### src/sv/assert_macros.svh
// ----------------------------------------------------------------------------
// Assertion macros
// Shorthand for clocked assertions on clk_i, disabled while rst_ni is low.
// ----------------------------------------------------------------------------
`ifndef ASSERT_MACROS_SVH
`define ASSERT_MACROS_SVH

// Same-cycle implication.
`define TGC_ASSERT_IMP(name, ante, cons) \
  name: assert property (@(posedge clk_i) disable iff (!rst_ni) (ante) |-> (cons)) \
    else $error("touch grid map: assertion failed");

// Next-cycle implication.
`define TGC_ASSERT_NXT(name, ante, cons) \
  name: assert property (@(posedge clk_i) disable iff (!rst_ni) (ante) |=> (cons)) \
    else $error("touch grid map: assertion failed");

`endif

### src/sv/tgc_div.sv
// ----------------------------------------------------------------------------
// tgc_div
// Pipelined restoring divider: one quotient bit per stage, NW stages.
// ----------------------------------------------------------------------------
`default_nettype none

module tgc_div #(
  parameter int NW = 46,
  parameter int DW = 14
) (
  input  wire logic          clk_i,
  input  wire logic          ce_i,
  input  wire logic [NW-1:0] dividend_i,
  input  wire logic [DW-1:0] divisor_i,
  output logic      [NW-1:0] quotient_o
);

  // dividend bits shift out at the top while quotient bits fill in below
  logic [NW-1:0] w_q [NW];
  logic [DW-1:0] r_q [NW];
  logic [DW-1:0] d_q [NW];

  for (genvar k = 0; k < NW; k++) begin : g_stage
    logic [NW-1:0] wi;
    logic [DW-1:0] ri, di;
    logic [DW:0]   trial;
    logic          ge;

    if (k == 0) begin : g_first
      assign wi = dividend_i;
      assign ri = '0;
      assign di = divisor_i;
    end else begin : g_next
      assign wi = w_q[k-1];
      assign ri = r_q[k-1];
      assign di = d_q[k-1];
    end

    assign trial = {ri, wi[NW-1]};
    assign ge    = (trial >= {1'b0, di});

    always_ff @(posedge clk_i) begin
      if (ce_i) begin
        w_q[k] <= {wi[NW-2:0], ge};
        r_q[k] <= ge ? DW'(trial - {1'b0, di}) : DW'(trial);
        d_q[k] <= di;
      end
    end
  end

  assign quotient_o = w_q[NW-1];

endmodule

`default_nettype wire

### config.mk
export PLATFORM = sky130hd
export DESIGN_NAME = tgc_div
export DESIGN_NICKNAME = d
export VERILOG_FILES = /design/src/sv/assert_macros.svh /design/src/sv/tgc_div.sv
export SDC_FILE = /design/constraint.sdc
export NUM_CORES = 2
export LEC_CHECK = 0
export ABC_AREA = 1
export BUFFER_PORTS_ARGS = -buffer_cell sky130_fd_sc_hd__buf_2
export CAP_MARGIN = 20
export CORE_ASPECT_RATIO = 0.6
export CORE_MARGIN = 2
export CORE_UTILIZATION = 60
export CTS_BUF_LIST = sky130_fd_sc_hd__clkbuf_8
export CTS_CLUSTER_SIZE = 24
export DETAILED_ROUTE_END_ITERATION = 16
export PLACE_DENSITY_LB_ADDON = 0.12
export SETUP_SLACK_MARGIN = 0.2
export SLEW_MARGIN = 20
export SYNTH_ARGS = -nofsm -noshare
export SYNTH_HDL_FRONTEND = slang
export SYNTH_SLANG_ARGS = --single-unit
### constraint.sdc
create_clock -name clk_i -period 2.3 [get_ports clk_i]
set_input_delay 0.345 -clock clk_i [delete_from_list [all_inputs] [get_ports clk_i]]
set_output_delay 0.345 -clock clk_i [all_outputs]
set_load 0.02 [all_outputs]
-- After elaboration in Yosys (flattened, before gate mapping)
Memories as Yosys holds them, arrays and structs flattened.
Cells that the tools add are included.
- input port bits: 62
- RAM bits: 3404
- output and inout port bits: 46
- memories: 3
- register bits: 0
- memory list (name ; words ; bits a word ; rd ports ; clocked after memory_dff ; write ports ; line ; RTL):
    w_q ; 46 ; 46 ; 46 ; 0 ; 46 ; tgc_div.sv:19 ; logic [NW-1:0] w_q [NW];
    d_q ; 46 ; 14 ; 45 ; 0 ; 46 ; tgc_div.sv:21 ; logic [DW-1:0] d_q [NW];
    r_q ; 46 ; 14 ; 45 ; 0 ; 46 ; tgc_div.sv:20 ; logic [DW-1:0] r_q [NW];
- multiplexer cells: 48
- add/sub/neg operators: 46
- $lt $le $gt $ge: 46
- operators by type and width (kind ; count):
    $ge A15 B14 Y1 ; 45
    $mux W14 ; 46
    $sub A14 B14 Y14 ; 45
    $ge A1 B14 Y1 ; 1
    $sub A1 B14 Y14 ; 1
    $mux W1 ; 2

-- Depth between registers and ports, before layout
An unclocked memory read counts as a cell.
- depth in word-level cells: 3
- depth in mapped cells: 14

-- Worst setup path before layout
Ideal clock, no wire load.
- kind: register to register
- from: mem r_q[2][1] (netlist: r_q[0][29])
- to: mem r_q[3][13] (netlist: r_q[0][55]) (data pin)
- clock period less this slack: 1.886 ns
- data arrival time: 1.634 ns
- path buffers: 1
- cell stages (with the launch flop): 10
- data required time: 2.048 ns
- setup slack: 0.414 ns
- setup time: 0.252 ns
- cell sequence: edfxtp_1 -> ha_1 -> or2_1 -> nand3_1 -> nand2_1 -> nand2_2 -> nand3_4 -> buf_12 -> nand3_4 -> nand2_2
- RTL lines (element ; line):
    start, declared ; tgc_div.sv:20

==> flow_metrics.tcl <==
set metrics [dict create \
    finalHoldViolations 0 \
    slew-limit-headroom_pct 50.51 \
    io_pins 108 \
    cts_root_buffer "clkbuf_8" \
    async_reset_ff_share_pct 0 \
    synth_nets 14080 \
    worst_slew_pin_slew_ns 0.7424 \
    clock_path_buffers 4 \
    powerDensity_nw_per_um2 1236 \
    fp.dieW_um 657.9 \
    synth-seq-cells 3376 \
    end_kind "register" \
    rows 143 \
    track_usage_pct 27.55 \
    fin_tns_setup_ns 0 \
    critPathKind "register to register" \
    setup_ws_ns 0.1294 \
    swShare_pct 38.25 \
    synth_ff_type "edfxtp_1" \
    ys_seq_area_share_pct 65.86 \
    crit_chain "ha_4 > nand2_1 > nor2_2 > buf_4 > nand4_1 > nand3_1 > nand2_1 > nand3_2 > nand2_1" \
    antenna_left 0 \
    synth_edf_count 3376 \
    required_ns 3.04 \
    synthToLayoutAreaGrowth_pct 19.10 \
    critPathMostFrequentCell "nand2_1" \
    grt_max_degree 134 \
    fmax_ghz 0.4607 \
    dp_slack_ns 0.01089 \
    clk_latency_ns 1.06 \
    dr.pass1.iters 6 \
    seqPwrFrac_pct 39.0 \
    crit_path_start_kind "register" \
    hpwl_mm 259.7 \
    yosys_warnings 0 \
    route.detailed.drc 0 \
    setup_violations 0 \
    nNetsFinal 15680 \
    via_count 101100 \
    wl_per_cell_um 19.92 \
    clkPwrFrac_pct 19.6 \
    drtIter0Drc 11950 \
    first_global_vias 94530 \
    layout-drive-gt1-share_pct 20.62 \
    htree_levels 5 \
    start_util_pct 60.59 \
    max_cap_viol_count 0 \
    status "finished clean" \
    antenna_found_initial 15 \
    cts_tree "built" \
    viasPerCell 5.411 \
    core_area_um2 254100 \
    cts_buffers 464 \
    critical_path.slowest_cell "edfxtp_1" \
    gp_congestion 0.9536 \
    utilization_pct 72.16 \
    fin_crit_ns 2.171 \
    synth_area_per_cell_um2 11.58 \
    drv_slew 0 \
    gr-total-overflow 0 \
    hp-class "primary input to register" \
    critPathArrivalTime_ns 2.91 \
    wl_mm 372.0 \
    grt_pass1_wl_mm 552.3 \
    combinationalPowerShare_pct 41.5 \
    fin_crit_sh_pct 94.37 \
    synth_cells 13300 \
    cts.sinks 3376 \
    cpPeakStageDelay_ns 0.43 \
    synthDistinctLibCells 46 \
    p_sw_mw 86.67 \
    total_power_mw 226.6 \
    numPortBuffers 107 \
    final_cells 18680 \
    die_area_um2 260800 \
    clk_pin_slew_worst_paths_ns 0.07 \
    dp.cells 17320 \
    path_max_fanout 5 \
    finalClockSkew_ns 0.1428 \
    rsz0062_at_grt "yes" \
    leakage_nw 79.50 \
    netlist_area_um2 153900 \
    die_h_um 396.3 \
    ir_drop_mv 0.8064 \
    p_int_mw 139.9 \
]
## worst max-delay path, delay by kind of cell (launching register included)
| family | cells | cell delay, ns |
|---|---|---|
| and+or+nand+nor | 7 | 0.94 |
| DFF | 1 | 0.43 |
| adders and majority gates | 1 | 0.34 |
| buffers and inverters | 1 | 0.16 |
## metal layers
| metal | global-route usage, % | up-vias | wire [um] |
|---|---|---|---|
| li1 | - | 47770 | - |
| met1 | 47.10 | 48320 | 183900 |
| met2 | 35.53 | 4455 | 143700 |
| met3 | 6.200 | 520 | 38420 |
| met4 | 5.048 | 2 | 6009 |
| met5 | 0 | - | 9 |
## path summary, 6_finish.rpt
path / start / to / slack (ns) / cells after the start
worst min-delay path: dividend_i[29] / w_q[0][30] / 0.09 / 2
worst max-delay path: r_q[0][106] / r_q[0][123] / 0.13 / 9
worst max register to register: r_q[0][106] / r_q[0][123] / 0.13 / 9
worst min register to register: w_q[2][330] / w_q[2][377] / 0.34 / 0
## power groups by stage
stage | Combinational [mW] | Sequential (mW) | Clock (mW)
after floorplan | 55.0 | 85.0 | 0
after global placement | 75.3 | 88.0 | 0
after detailed placement | 76.7 | 88.2 | 0
after CTS | 84.1 | 87.5 | 45.2
after global routing | 103 | 89.0 | 47.9
final | 94.0 | 88.3 | 44.3
## cell usage in the layout, fill, tap and decap left out, types with 43 or more instances in the layout
| master | instances |
|---|---|
| nand3b_1 | 47 |
| and2_1 | 75 |
| nand3_1 | 541 |
| nand2_2 | 277 |
| o21ai_2 | 87 |
| nand2_4 | 58 |
| inv_1 | 2563 |
| edfxtp_1 | 3376 |
| nor2_4 | 80 |
| ha_2 | 51 |
| clkbuf_8 | 466 |
| xor2_1 | 246 |
| buf_12 | 108 |
| nand4_1 | 382 |
| a21oi_1 | 179 |
| nand2_1 | 3286 |
| buf_4 | 813 |
| ha_1 | 315 |
| clkinv_1 | 128 |
| inv_2 | 124 |
| o21ai_1 | 288 |
| nand3_4 | 116 |
| a21oi_4 | 43 |
| xnor2_1 | 63 |
| nand3_2 | 123 |
| clkinv_2 | 66 |
| buf_2 | 103 |
| nor2_1 | 428 |
| ha_4 | 310 |
| nor2_2 | 116 |
| dlygate4sd3_1 | 103 |
## cells by family after synthesis
kind of cell	count (synthesis)	share of synthesized area, %
XOR/XNOR	309	1.758
adder cells (fa/ha/maj)	720	6.067
AND/OR/NAND/NOR	5558	16.57
AO/OA/AOI/OAI	683	2.790
buffers and inverters	2653	6.956
flip-flops	3376	65.86
## cells in the mapped netlist (2+ instances only)
library cell	number	area share (%)
a21oi_4	42	0.44
nand3_2	42	0.27
and2_4	3	0.017
inv_1	2515	6.1
nand2_1	3480	8.5
nor2_1	503	1.2
buf_8	11	0.11
nand2_4	18	0.13
buf_4	2	0.0098
ha_1	676	5.5
o21ai_2	74	0.42
inv_2	44	0.11
o21bai_1	27	0.13
o21a_1	2	0.0098
buf_12	5	0.065
xnor2_1	63	0.36
and2_2	3	0.015
buf_2	3	0.0098
edfxtp_1	3376	66
nand3b_1	47	0.23
fa_1	44	0.57
nand4_1	382	1.6
a21oi_1	210	0.68
a21o_1	19	0.093
xor2_1	246	1.4
nand3_4	59	0.67
and2_1	82	0.33
nor2_4	24	0.18
o21ai_0	2	0.0065
nor2_2	97	0.39
nand3_1	622	2.0
nand4_4	18	0.25
nand4_2	6	0.049
clkinv_1	2	0.0049
nand2_2	126	0.51
nor3_2	4	0.026
buf_6	71	0.52
nor3_4	7	0.074
o21ai_1	304	0.99
nor3_1	10	0.033
or2_1	23	0.093
## area by class of cell
type,count,area (um2)
sequential,3376,101400
fill,16750,70740
multi-input combinational,7331,48890
timing repair buffer,1167,10480
inverter,2561,9613
clock buffer,466,6414
tap,3407,4263
clock inverter,368,2287
antenna,2,5.005
## registers in the layout, indices dropped and copies added, names as in the netlist
| name | cells |
|---|---|
| r_q | 630 |
| d_q | 630 |
| w_q | 2116 |
## per-stage QoR
step | area (um2) | hold WS [ns]
final | 183300 | 0.09085
after global routing | 183300 | 0.04316
after CTS | 177900 | 0.005226
after detailed placement | 163200 | 0.4045
after global placement | 163200 | 0.4002
after floorplan | 153900 | 0.4003
## what timing repair did
action                                 4_1_cts  5_1_grt
endpoints found under the hold margin      396        0
setup endpoints to repair                  528      634
hold buffers                               103        0
pin swaps                                   91      206
gates resized for setup                    488      651
cloned                                      46       29
setup buffers                              152      192
Note: power is estimated with default switching activity, not from simulation.
