--- src/sv/assert_macros.svh ---
// ----------------------------------------------------------------------------
// Assertion macros
// Shorthand for clocked assertions on clk_i, disabled while rst_ni is low.
// ----------------------------------------------------------------------------
`ifndef ASSERT_MACROS_SVH
`define ASSERT_MACROS_SVH

// Same-cycle implication.
`define TGC_ASSERT_IMP(name, ante, cons) \
  name: assert property (@(posedge clk_i) disable iff (!rst_ni) (ante) |-> (cons)) \
    else $error("touch grid map: assertion failed");

// Next-cycle implication.
`define TGC_ASSERT_NXT(name, ante, cons) \
  name: assert property (@(posedge clk_i) disable iff (!rst_ni) (ante) |=> (cons)) \
    else $error("touch grid map: assertion failed");

`endif

--- src/sv/tgc_pkg.sv ---
// ----------------------------------------------------------------------------
// tgc_pkg
// Shared constants, register codes and helper functions of the touch grid map.
// ----------------------------------------------------------------------------
`default_nettype none

package tgc_pkg;

  localparam int RAW_BITS_DEF    = 14;
  localparam int OFFSET_BITS_DEF = 7;
  localparam int FRAC_BITS_DEF   = 16;

  localparam int OUT_W     = 17;
  localparam int SCREEN_W  = 32;
  localparam int DIM_W     = 16;
  localparam int ORIENT_W  = 7;
  localparam int CFG_IDX_W = 3;
  localparam int GRID_PTS  = 9;

  localparam logic [SCREEN_W-1:0] SCREEN_RST = 32'd39322400;

  localparam int SAT_MAX = 65535;
  localparam int SAT_MIN = -65536;

  // orient_mode bit positions
  localparam int OR_BYPASS = 0;
  localparam int OR_SWAP_X = 1;
  localparam int OR_SWAP_Y = 2;
  localparam int OR_PANEL  = 3;
  localparam int OR_DISP   = 5;

  typedef enum logic [CFG_IDX_W-1:0] {
    CFG_X_MIN,
    CFG_X_MAX,
    CFG_Y_MIN,
    CFG_Y_MAX,
    CFG_SCREEN,
    CFG_ORIENT,
    CFG_GRID_DX,
    CFG_GRID_DY
  } cfg_idx_e;

  typedef enum logic [1:0] {
    PANEL_NONE,
    PANEL_CW,
    PANEL_CCW,
    PANEL_RSVD
  } panel_e;

  typedef enum logic [1:0] {
    DISP_0,
    DISP_90,
    DISP_180,
    DISP_270
  } disp_e;

  typedef struct packed {
    logic fault;
    logic col;
    logic row;
    logic xneg;
    logic yneg;
  } tgc_flags_t;

  function automatic logic panel_turned(input logic [ORIENT_W-1:0] orient);
    panel_e p;
    p = panel_e'(orient[OR_PANEL +: 2]);
    return (p == PANEL_CW) || (p == PANEL_CCW);
  endfunction

  // Effective width after a panel rotation.
  function automatic logic [DIM_W-1:0] eff_w(input logic [SCREEN_W-1:0] screen,
                                             input logic [ORIENT_W-1:0] orient);
    return panel_turned(orient) ? screen[DIM_W +: DIM_W] : screen[DIM_W-1:0];
  endfunction

  // Effective height after a panel rotation.
  function automatic logic [DIM_W-1:0] eff_h(input logic [SCREEN_W-1:0] screen,
                                             input logic [ORIENT_W-1:0] orient);
    return panel_turned(orient) ? screen[DIM_W-1:0] : screen[DIM_W +: DIM_W];
  endfunction

endpackage

`default_nettype wire

--- src/sv/tgc_front.sv ---
// ----------------------------------------------------------------------------
// tgc_front
// Three stages: offset from the raw minimum, quadrant pick and distance,
// then distance clamp and the divider operands for linear and fraction terms.
// ----------------------------------------------------------------------------
`default_nettype none

module tgc_front #(
  parameter int RAW_BITS  = tgc_pkg::RAW_BITS_DEF,
  parameter int FRAC_BITS = tgc_pkg::FRAC_BITS_DEF
) (
  input  wire logic                            clk_i,
  input  wire logic                            ce_i,
  input  wire logic [RAW_BITS-1:0]             raw_x_i,
  input  wire logic [RAW_BITS-1:0]             raw_y_i,
  input  wire logic [RAW_BITS-1:0]             x_min_i,
  input  wire logic [RAW_BITS-1:0]             x_max_i,
  input  wire logic [RAW_BITS-1:0]             y_min_i,
  input  wire logic [RAW_BITS-1:0]             y_max_i,
  input  wire logic [tgc_pkg::SCREEN_W-1:0]    screen_i,
  input  wire logic [tgc_pkg::ORIENT_W-1:0]    orient_i,
  output tgc_pkg::tgc_flags_t                  flags_o,
  output logic [RAW_BITS-1:0]                  rx_o,
  output logic [RAW_BITS-1:0]                  ry_o,
  output logic [RAW_BITS+tgc_pkg::DIM_W+FRAC_BITS-1:0] lin_x_num_o,
  output logic [RAW_BITS+tgc_pkg::DIM_W+FRAC_BITS-1:0] lin_y_num_o,
  output logic [RAW_BITS+tgc_pkg::DIM_W+FRAC_BITS-1:0] frc_x_num_o,
  output logic [RAW_BITS+tgc_pkg::DIM_W+FRAC_BITS-1:0] frc_y_num_o,
  output logic [RAW_BITS-1:0]                  mx_o,
  output logic [RAW_BITS-1:0]                  my_o,
  output logic [RAW_BITS-1:0]                  hx_o,
  output logic [RAW_BITS-1:0]                  hy_o
);
  import tgc_pkg::*;

  localparam int XW = RAW_BITS + 1;
  localparam int NXW = XW + 1;
  localparam int NW = RAW_BITS + DIM_W + FRAC_BITS;
  localparam int PRODW = RAW_BITS + DIM_W;

  // stage 1
  logic signed [XW-1:0] xc_q, yc_q, mx_q, my_q;
  logic [RAW_BITS-1:0]  rx1_q, ry1_q;

  always_ff @(posedge clk_i) begin
    if (ce_i) begin
      xc_q  <= $signed({1'b0, raw_x_i}) - $signed({1'b0, x_min_i});
      yc_q  <= $signed({1'b0, raw_y_i}) - $signed({1'b0, y_min_i});
      mx_q  <= $signed({1'b0, x_max_i}) - $signed({1'b0, x_min_i});
      my_q  <= $signed({1'b0, y_max_i}) - $signed({1'b0, y_min_i});
      rx1_q <= raw_x_i;
      ry1_q <= raw_y_i;
    end
  end

  // stage 2
  logic [RAW_BITS-1:0]   hx_d, hy_d;
  logic signed [XW-1:0]  hx_s, hy_s, xneg_v, yneg_v;
  logic signed [NXW-1:0] nx_d, ny_d;
  tgc_flags_t            fl2_d;

  always_comb begin
    hx_d = mx_q[RAW_BITS:1];
    hy_d = my_q[RAW_BITS:1];
    hx_s = $signed({1'b0, hx_d});
    hy_s = $signed({1'b0, hy_d});
    fl2_d.fault = (mx_q < $signed(XW'(2))) || (my_q < $signed(XW'(2)));
    fl2_d.col   = (xc_q >= hx_s);
    fl2_d.row   = !(yc_q > hy_s);
    fl2_d.xneg  = xc_q[XW-1];
    fl2_d.yneg  = yc_q[XW-1];
    nx_d = fl2_d.col ? (NXW'(xc_q) - NXW'(hx_s)) : NXW'(xc_q);
    ny_d = fl2_d.row ? NXW'(yc_q) : (NXW'(yc_q) - NXW'(hy_s));
    xneg_v = -xc_q;
    yneg_v = -yc_q;
  end

  logic signed [NXW-1:0] nx_q, ny_q;
  logic [RAW_BITS-1:0]   hx_q, hy_q, mx2_q, my2_q, xmag_q, ymag_q, rx2_q, ry2_q;
  tgc_flags_t            fl2_q;

  always_ff @(posedge clk_i) begin
    if (ce_i) begin
      nx_q   <= nx_d;
      ny_q   <= ny_d;
      hx_q   <= hx_d;
      hy_q   <= hy_d;
      mx2_q  <= mx_q[RAW_BITS-1:0];
      my2_q  <= my_q[RAW_BITS-1:0];
      xmag_q <= xc_q[XW-1] ? xneg_v[RAW_BITS-1:0] : xc_q[RAW_BITS-1:0];
      ymag_q <= yc_q[XW-1] ? yneg_v[RAW_BITS-1:0] : yc_q[RAW_BITS-1:0];
      fl2_q  <= fl2_d;
      rx2_q  <= rx1_q;
      ry2_q  <= ry1_q;
    end
  end

  // stage 3: clamp distance into 0..half, scale magnitude by the screen size
  logic [RAW_BITS-1:0] nxs_d, nys_d;
  logic [PRODW-1:0]    px_d, py_d;

  always_comb begin
    if (nx_q[NXW-1]) begin
      nxs_d = '0;
    end else if (nx_q > $signed(NXW'(hx_q))) begin
      nxs_d = hx_q;
    end else begin
      nxs_d = nx_q[RAW_BITS-1:0];
    end
    if (ny_q[NXW-1]) begin
      nys_d = '0;
    end else if (ny_q > $signed(NXW'(hy_q))) begin
      nys_d = hy_q;
    end else begin
      nys_d = ny_q[RAW_BITS-1:0];
    end
    px_d = PRODW'(xmag_q) * PRODW'(eff_w(screen_i, orient_i));
    py_d = PRODW'(ymag_q) * PRODW'(eff_h(screen_i, orient_i));
  end

  always_ff @(posedge clk_i) begin
    if (ce_i) begin
      lin_x_num_o <= {px_d, {FRAC_BITS{1'b0}}};
      lin_y_num_o <= {py_d, {FRAC_BITS{1'b0}}};
      frc_x_num_o <= NW'({nxs_d, {FRAC_BITS{1'b0}}});
      frc_y_num_o <= NW'({nys_d, {FRAC_BITS{1'b0}}});
      mx_o        <= mx2_q;
      my_o        <= my2_q;
      hx_o        <= hx_q;
      hy_o        <= hy_q;
      flags_o     <= fl2_q;
      rx_o        <= rx2_q;
      ry_o        <= ry2_q;
    end
  end

endmodule

`default_nettype wire

--- config.mk ---
export PLATFORM = sky130hd
export DESIGN_NAME = tgc_front
export DESIGN_NICKNAME = d
export VERILOG_FILES = /design/src/sv/assert_macros.svh /design/src/sv/tgc_pkg.sv /design/src/sv/tgc_front.sv
export SDC_FILE = /design/constraint.sdc
export NUM_CORES = 2
export LEC_CHECK = 0
export ABC_AREA = 1
export ABC_CLOCK_PERIOD_IN_PS = 5500
export BUFFER_PORTS_ARGS = -buffer_cell sky130_fd_sc_hd__buf_2
export CORE_MARGIN = 5
export CORE_UTILIZATION = 40
export DETAILED_ROUTE_END_ITERATION = 10
export PLACE_DENSITY = 0.67
export SKIP_LAST_GASP = 1
export SLEW_MARGIN = 10
export SYNTH_ARGS = -nofsm -noshare
export SYNTH_HDL_FRONTEND = slang
export SYNTH_SLANG_ARGS = --single-unit
--- constraint.sdc ---
create_clock -name clk_i -period 5.5 [get_ports clk_i]
set_input_delay 0.55 -clock clk_i [delete_from_list [all_inputs] [get_ports clk_i]]
set_output_delay 0.55 -clock clk_i [all_outputs]
set_load 0.05 [all_outputs]
== Yosys cells after proc, flatten, opt, wreduce, memory -nomap -nowiden ==
Index checks and enable logic that the tools add are counted.
Storage, ports and cells
  input bits: 125
  output and inout bits: 273
  register bits: 414
Cells by class
  add/sub/neg operators: 8
  $lt $le $gt $ge: 6
  reductions and logical operators: 3
  multipliers: 2
  equal/unequal tests: 2
  muxes and demuxes: 8
Operators with widths (count)
  $mux 16: 4
  $mul 14x16->30: 2
  $sub 14x14->15: 4
  $mux 14: 4
  $gt 16x15->1: 2
  $sub 15x15->16: 2
  $lt 15x3->1 const B: 2
  $neg 14->14: 2
  $ge 15x15->1: 1
  $gt 15x15->1: 1
  $eq 2x1->1 const B: 1
  $eq 2x2->1 const B: 1
  $logic_or 1x1->1: 2
  $logic_not 1->1: 1

== Logic depth before layout (Yosys ltp) ==
  word-level depth: 4
  gate-level depth with buffers: 30

== Worst setup path after synthesis ==
OpenSTA, ideal clock, no wires.
  path type: input to register
  start: in orient_i[4] in the netlist's numbering
  end: reg lin_x_num_o[42] in the netlist's numbering, data pin
  slack: -0.516 ns
  setup time: 0.252 ns
  data arrival time: 5.763 ns
  cell stages on the path: 29
  cell sequence: inv_1 or2_1 nand2_1 inv_2 buf_4 o21ai_2 nor2_1 fa_1 inv_1 fa_1 inv_1 fa_1 inv_1 fa_1 inv_1 fa_1 inv_1 fa_1 inv_1 ha_1 nand2_1 nor2_1 nand2_1 o211ai_1 nand2_1 nand2_1 nand2_1 nand3_1 nand2_1
On the way
  word-level cells in the longest chain between the ends: 4
  elaborated cells between the ends (all ways): 5
Ends and longest elaborated chain
  from (decl): RTL line tgc_front.sv:21  | input wire logic [tgc_pkg::ORIENT_W-1:0] orient_i,
  $eq 2x1->1 or $eq 2x2->1 (tied branches): RTL line tgc_pkg.sv:68  | return (p == PANEL_CW) || (p == PANEL_CCW);
  $logic_or 1x1->1 *: RTL line tgc_pkg.sv:68
  $mux 16 *: RTL line tgc_pkg.sv:74  | return panel_turned(orient) ? screen[DIM_W +: DIM_W] : screen[DIM_W-1:0];
  $mul 14x16->30 *: RTL line tgc_front.sv:117  | px_d = PRODW'(xmag_q) * PRODW'(eff_w(screen_i, orient_i));
  net px_d[26]: RTL line tgc_front.sv:100  | logic [PRODW-1:0] px_d, py_d;
  to (signal assigned): RTL line tgc_front.sv:123  | lin_x_num_o <= {px_d, {FRAC_BITS{1'b0}}};
  to (decl): RTL line tgc_front.sv:25  | output logic [RAW_BITS+tgc_pkg::DIM_W+FRAC_BITS-1:0] lin_x_num_o,
The timed path passes the listed nets; every way through them passes the cells marked *.
A chain may end at the register's enable or synchronous reset.

== Final worst setup path ==
  start: in orient_i[4] in the netlist's numbering
  end: reg lin_x_num_o[34] in the netlist's numbering, data pin
Same word-level chain as after synthesis.

==> impl_metrics.json <==
{
  "status": "finished, violations left",
  "violated_checks": "setup timing",
  "maxCapViolations": 0,
  "number_of_antenna_violations_at_the_first_check_in_global_routing": 0,
  "dr.first_iter.drc_count": 1705,
  "routed_wirelength_um": 93000,
  "flow.area_growth_from_synthesis_pct": 21.6,
  "rsz0062_at_grt": "true",
  "hold_path_depth": 1,
  "worst_skew_pair_latency_ns": 0.59,
  "critPathRequiredTime_ns": 5.83,
  "nets": 5066,
  "die_span_in_y_um": 301,
  "clock_sinks": 362,
  "layout_commonest_cell": "inv_1",
  "drv_slew": 0,
  "grt_overflow": 0,
  "synth.yosys.seq_area_share": 0.321,
  "hold_start": "raw_x_i[0]",
  "hp-class": "primary input to flop",
  "worst_r2r_startpoint": "xmag_q[2]$_DFFE_PP_",
  "place.port_buffers": 296,
  "timing.critical_path.from_type": "primary input",
  "regToRegEndpoint": "lin_x_num_o[34]$_DFFE_PP_",
  "reg2reg_setup_slack_ns": -0.07,
  "postCtsHoldBufs": 0,
  "maximum_buffer_depth_of_the_clock_tree": 3,
  "async_flop_share": 0,
  "start_util": 0.404,
  "place_congestion": 0.942,
  "first_global_vias": 26900,
  "cts.clk_slew.worst_paths_ns": 0.06,
  "yosys_register_bits": 362,
  "synth_area_um2": 33900,
  "syn_avg_cell_area_um2": 9.15,
  "dpl_worst_slack_ns": -0.914,
  "floorplan.die_area_um2": 90600,
  "die-width_um": 301,
  "post_synth_inst_count": 3703,
  "drc_errors": 0,
  "report.final.hold_viol_count": 0,
  "setup_viol": 33,
  "via_per_inst": 4.82,
  "synth_flop_cell": "edfxtp_1",
  "htree_num_levels": 2,
  "grt_first_pass_wirelength_um": 146000,
  "critPathLaunch": "orient_i[4]",
  "max_slew_margin": 0.248,
  "clock-skew-final_ns": 0.0179,
  "coreArea_um2": 83800,
  "tritoncts": "done",
  "dp.final_hpwl_um": 76000,
  "cp_max_fo": 7,
  "worst-slew-pin-transition_ns": 1.13,
  "detail_route.first_pass.iterations": 6,
  "worstRegToRegCells": 23,
  "cts_root_buf": "clkbuf_16",
  "drtAntennaViolNets": 0,
  "groute.usage.overall": 0.203,
  "io_pins": 398,
  "final_min_period_over_clock_period": 1.03,
  "worstHoldEndpoint": "rx1_q[0]$_DFFE_PP_",
  "endpoint_kind": "flop",
  "floorplan.rows": 106,
  "minimum_period_implied_by_the_final_worst_setup_slack_ns": 5.68,
  "setup.worst_path.class": "primary input to flop",
  "leading_cell_types_in_the_layout_fill_and_taps_excluded": "682 x inv_1, 657 x nand2_1, 362 x edfxtp_1, 344 x nor2_1, 333 x fa_1",
  "synth-edff-count": 362,
  "fin_ws_ns": -0.181,
  "routed_vias": 26400,
  "wire_per_inst_um": 17.0,
  "layout-drive-gt1-share": 0.224,
  "maxClockFrequency_mhz": 176,
  "critPathArrivalTime_ns": 6.01,
  "ys_warn_count": 0,
  "grt_start_max_net_pins": 120,
  "diodes": 0,
  "cts_buffers": 45,
  "synthDistinctLibCells": 45
}
-- through the flow --
stage / instance area [um^2] / util / hold WS, ns / std cells / TNS, ns
finish: 41200 / 0.491 / 0.158 / 5469 / -2.46
global route: 41200 / 0.491 / 0.137 / 5469 / -10.27
CTS: 40600 / 0.484 / 0.119 / 5452 / -0.970
detailed placement: 38600 / 0.460 / 0.405 / 5355 / -31.93
global placement: 38600 / 0.460 / 0.401 / 5355 / -30.21
floorplan: 34400 / - / 0.400 / 3798 / -8.45
-- flip-flops by register name, summed over array words and instances (netlist names), 15 cells and up --
name,cells
lin_x_num_o,30
lin_y_num_o,30
nx_q,16
ny_q,16
mx_q,15
my_q,15
xc_q,15
yc_q,15
-- worst max-delay path by stage --
stage / slack, ns / depth (start not counted) / to
finish: -0.18 / 28 / lin_x_num_o[34]$_DFFE_PP_
floorplan: -0.32 / 29 / lin_x_num_o[42]$_DFFE_PP_
global placement: -0.89 / 28 / lin_x_num_o[39]$_DFFE_PP_
detailed placement: -0.91 / 27 / lin_x_num_o[44]$_DFFE_PP_
global route: -0.37 / 30 / lin_y_num_o[40]$_DFFE_PP_
CTS: -0.12 / 26 / lin_x_num_o[28]$_DFFE_PP_
-- cells by family (layout without fill, tap and decap cells) --
kind of cell               count (synthesis)  after routing  share of synthesized area
AOI/OAI and AO/OA                        352            352                     0.0615
xor gates and xnor gates                 124            124                     0.0321
adders and majority gates                638            638                      0.310
buffers and inverters                    904           1441                      0.115
DFF                                      362            362                      0.321
other                                      1             96                   0.000111
and+or+nand+nor                         1322           1322                      0.160
-- layout make-up --
cell class,count,area [um^2]
fill,7980,42600
multi-input combinational,2532,20500
sequential,362,10900
timing repair buffer,628,4250
inverter,734,2780
tap,1134,1420
clock buffer,52,1170
clock inverter,27,244
-- cells in the mapped netlist, types with 2 or more instances --
| library cell | count | area share |
|---|---|---|
| nand3b_1 | 4 | 0.00089 |
| o21a_1 | 9 | 0.0020 |
| edfxtp_1 | 362 | 0.32 |
| a31oi_1 | 5 | 0.00092 |
| nor4_1 | 6 | 0.0011 |
| inv_1 | 697 | 0.077 |
| o21ai_1 | 49 | 0.0072 |
| o21bai_1 | 12 | 0.0027 |
| nand4_1 | 27 | 0.0050 |
| fa_1 | 336 | 0.20 |
| xor2_1 | 90 | 0.023 |
| clkinv_1 | 7 | 0.00078 |
| a21boi_0 | 3 | 0.00066 |
| o21ai_2 | 22 | 0.0057 |
| nand3_1 | 133 | 0.020 |
| o21ai_0 | 57 | 0.0084 |
| a21boi_1 | 8 | 0.0018 |
| xnor2_1 | 34 | 0.0088 |
| clkbuf_1 | 28 | 0.0031 |
| a21oi_2 | 2 | 0.00052 |
| nor2_1 | 373 | 0.041 |
| buf_2 | 6 | 0.00089 |
| o211ai_1 | 3 | 0.00066 |
| or2_2 | 32 | 0.0059 |
| nand2_2 | 13 | 0.0024 |
| buf_1 | 5 | 0.00055 |
| a21o_1 | 15 | 0.0033 |
| a21oi_1 | 156 | 0.023 |
| inv_2 | 30 | 0.0033 |
| buf_4 | 129 | 0.029 |
| o21ai_4 | 8 | 0.0038 |
| ha_1 | 302 | 0.11 |
| nand2_1 | 688 | 0.076 |
| nor3_1 | 41 | 0.0061 |
-- timing repair --
item | in CTS | in global routing
pin swaps | 20 | 57
setup endpoints to repair | 36 | 42
hold endpoints to repair | 0 | 0
cloned | 0 | 3
setup buffers | 18 | 15
resized for setup | 104 | 121
-- critical path, cell delays in order --
cell and delay [ns]:
buf_6 0.07, inv_2 0.03, or2_4 0.26, nand2_8 0.11, clkinv_8 0.08, buf_12 0.15
o21ai_4 0.22, nor2_4 0.05, fa_1 0.54, inv_2 0.04, fa_1 0.52, inv_2 0.05
fa_1 0.49, inv_2 0.04, fa_1 0.48, inv_1 0.06, fa_1 0.50, inv_2 0.04
fa_1 0.53, inv_2 0.05, ha_4 0.27, a21oi_4 0.18, buf_6 0.12, o211ai_1 0.10
nand2_1 0.11, nand2_2 0.09, buf_4 0.14, xor2_1 0.13
-- per-layer routing --
metal  global-route usage  wire (um)  up-vias
met5                    0          0        -
met4               0.0567       2600        0
met3               0.0352       6040      159
met2                0.338      43900      799
met1                0.275      40500    12700
li1                     -          -    12700
Power is not shown: default switching activity piles up to over one toggle a cycle in this logic, so the estimate is an artifact.
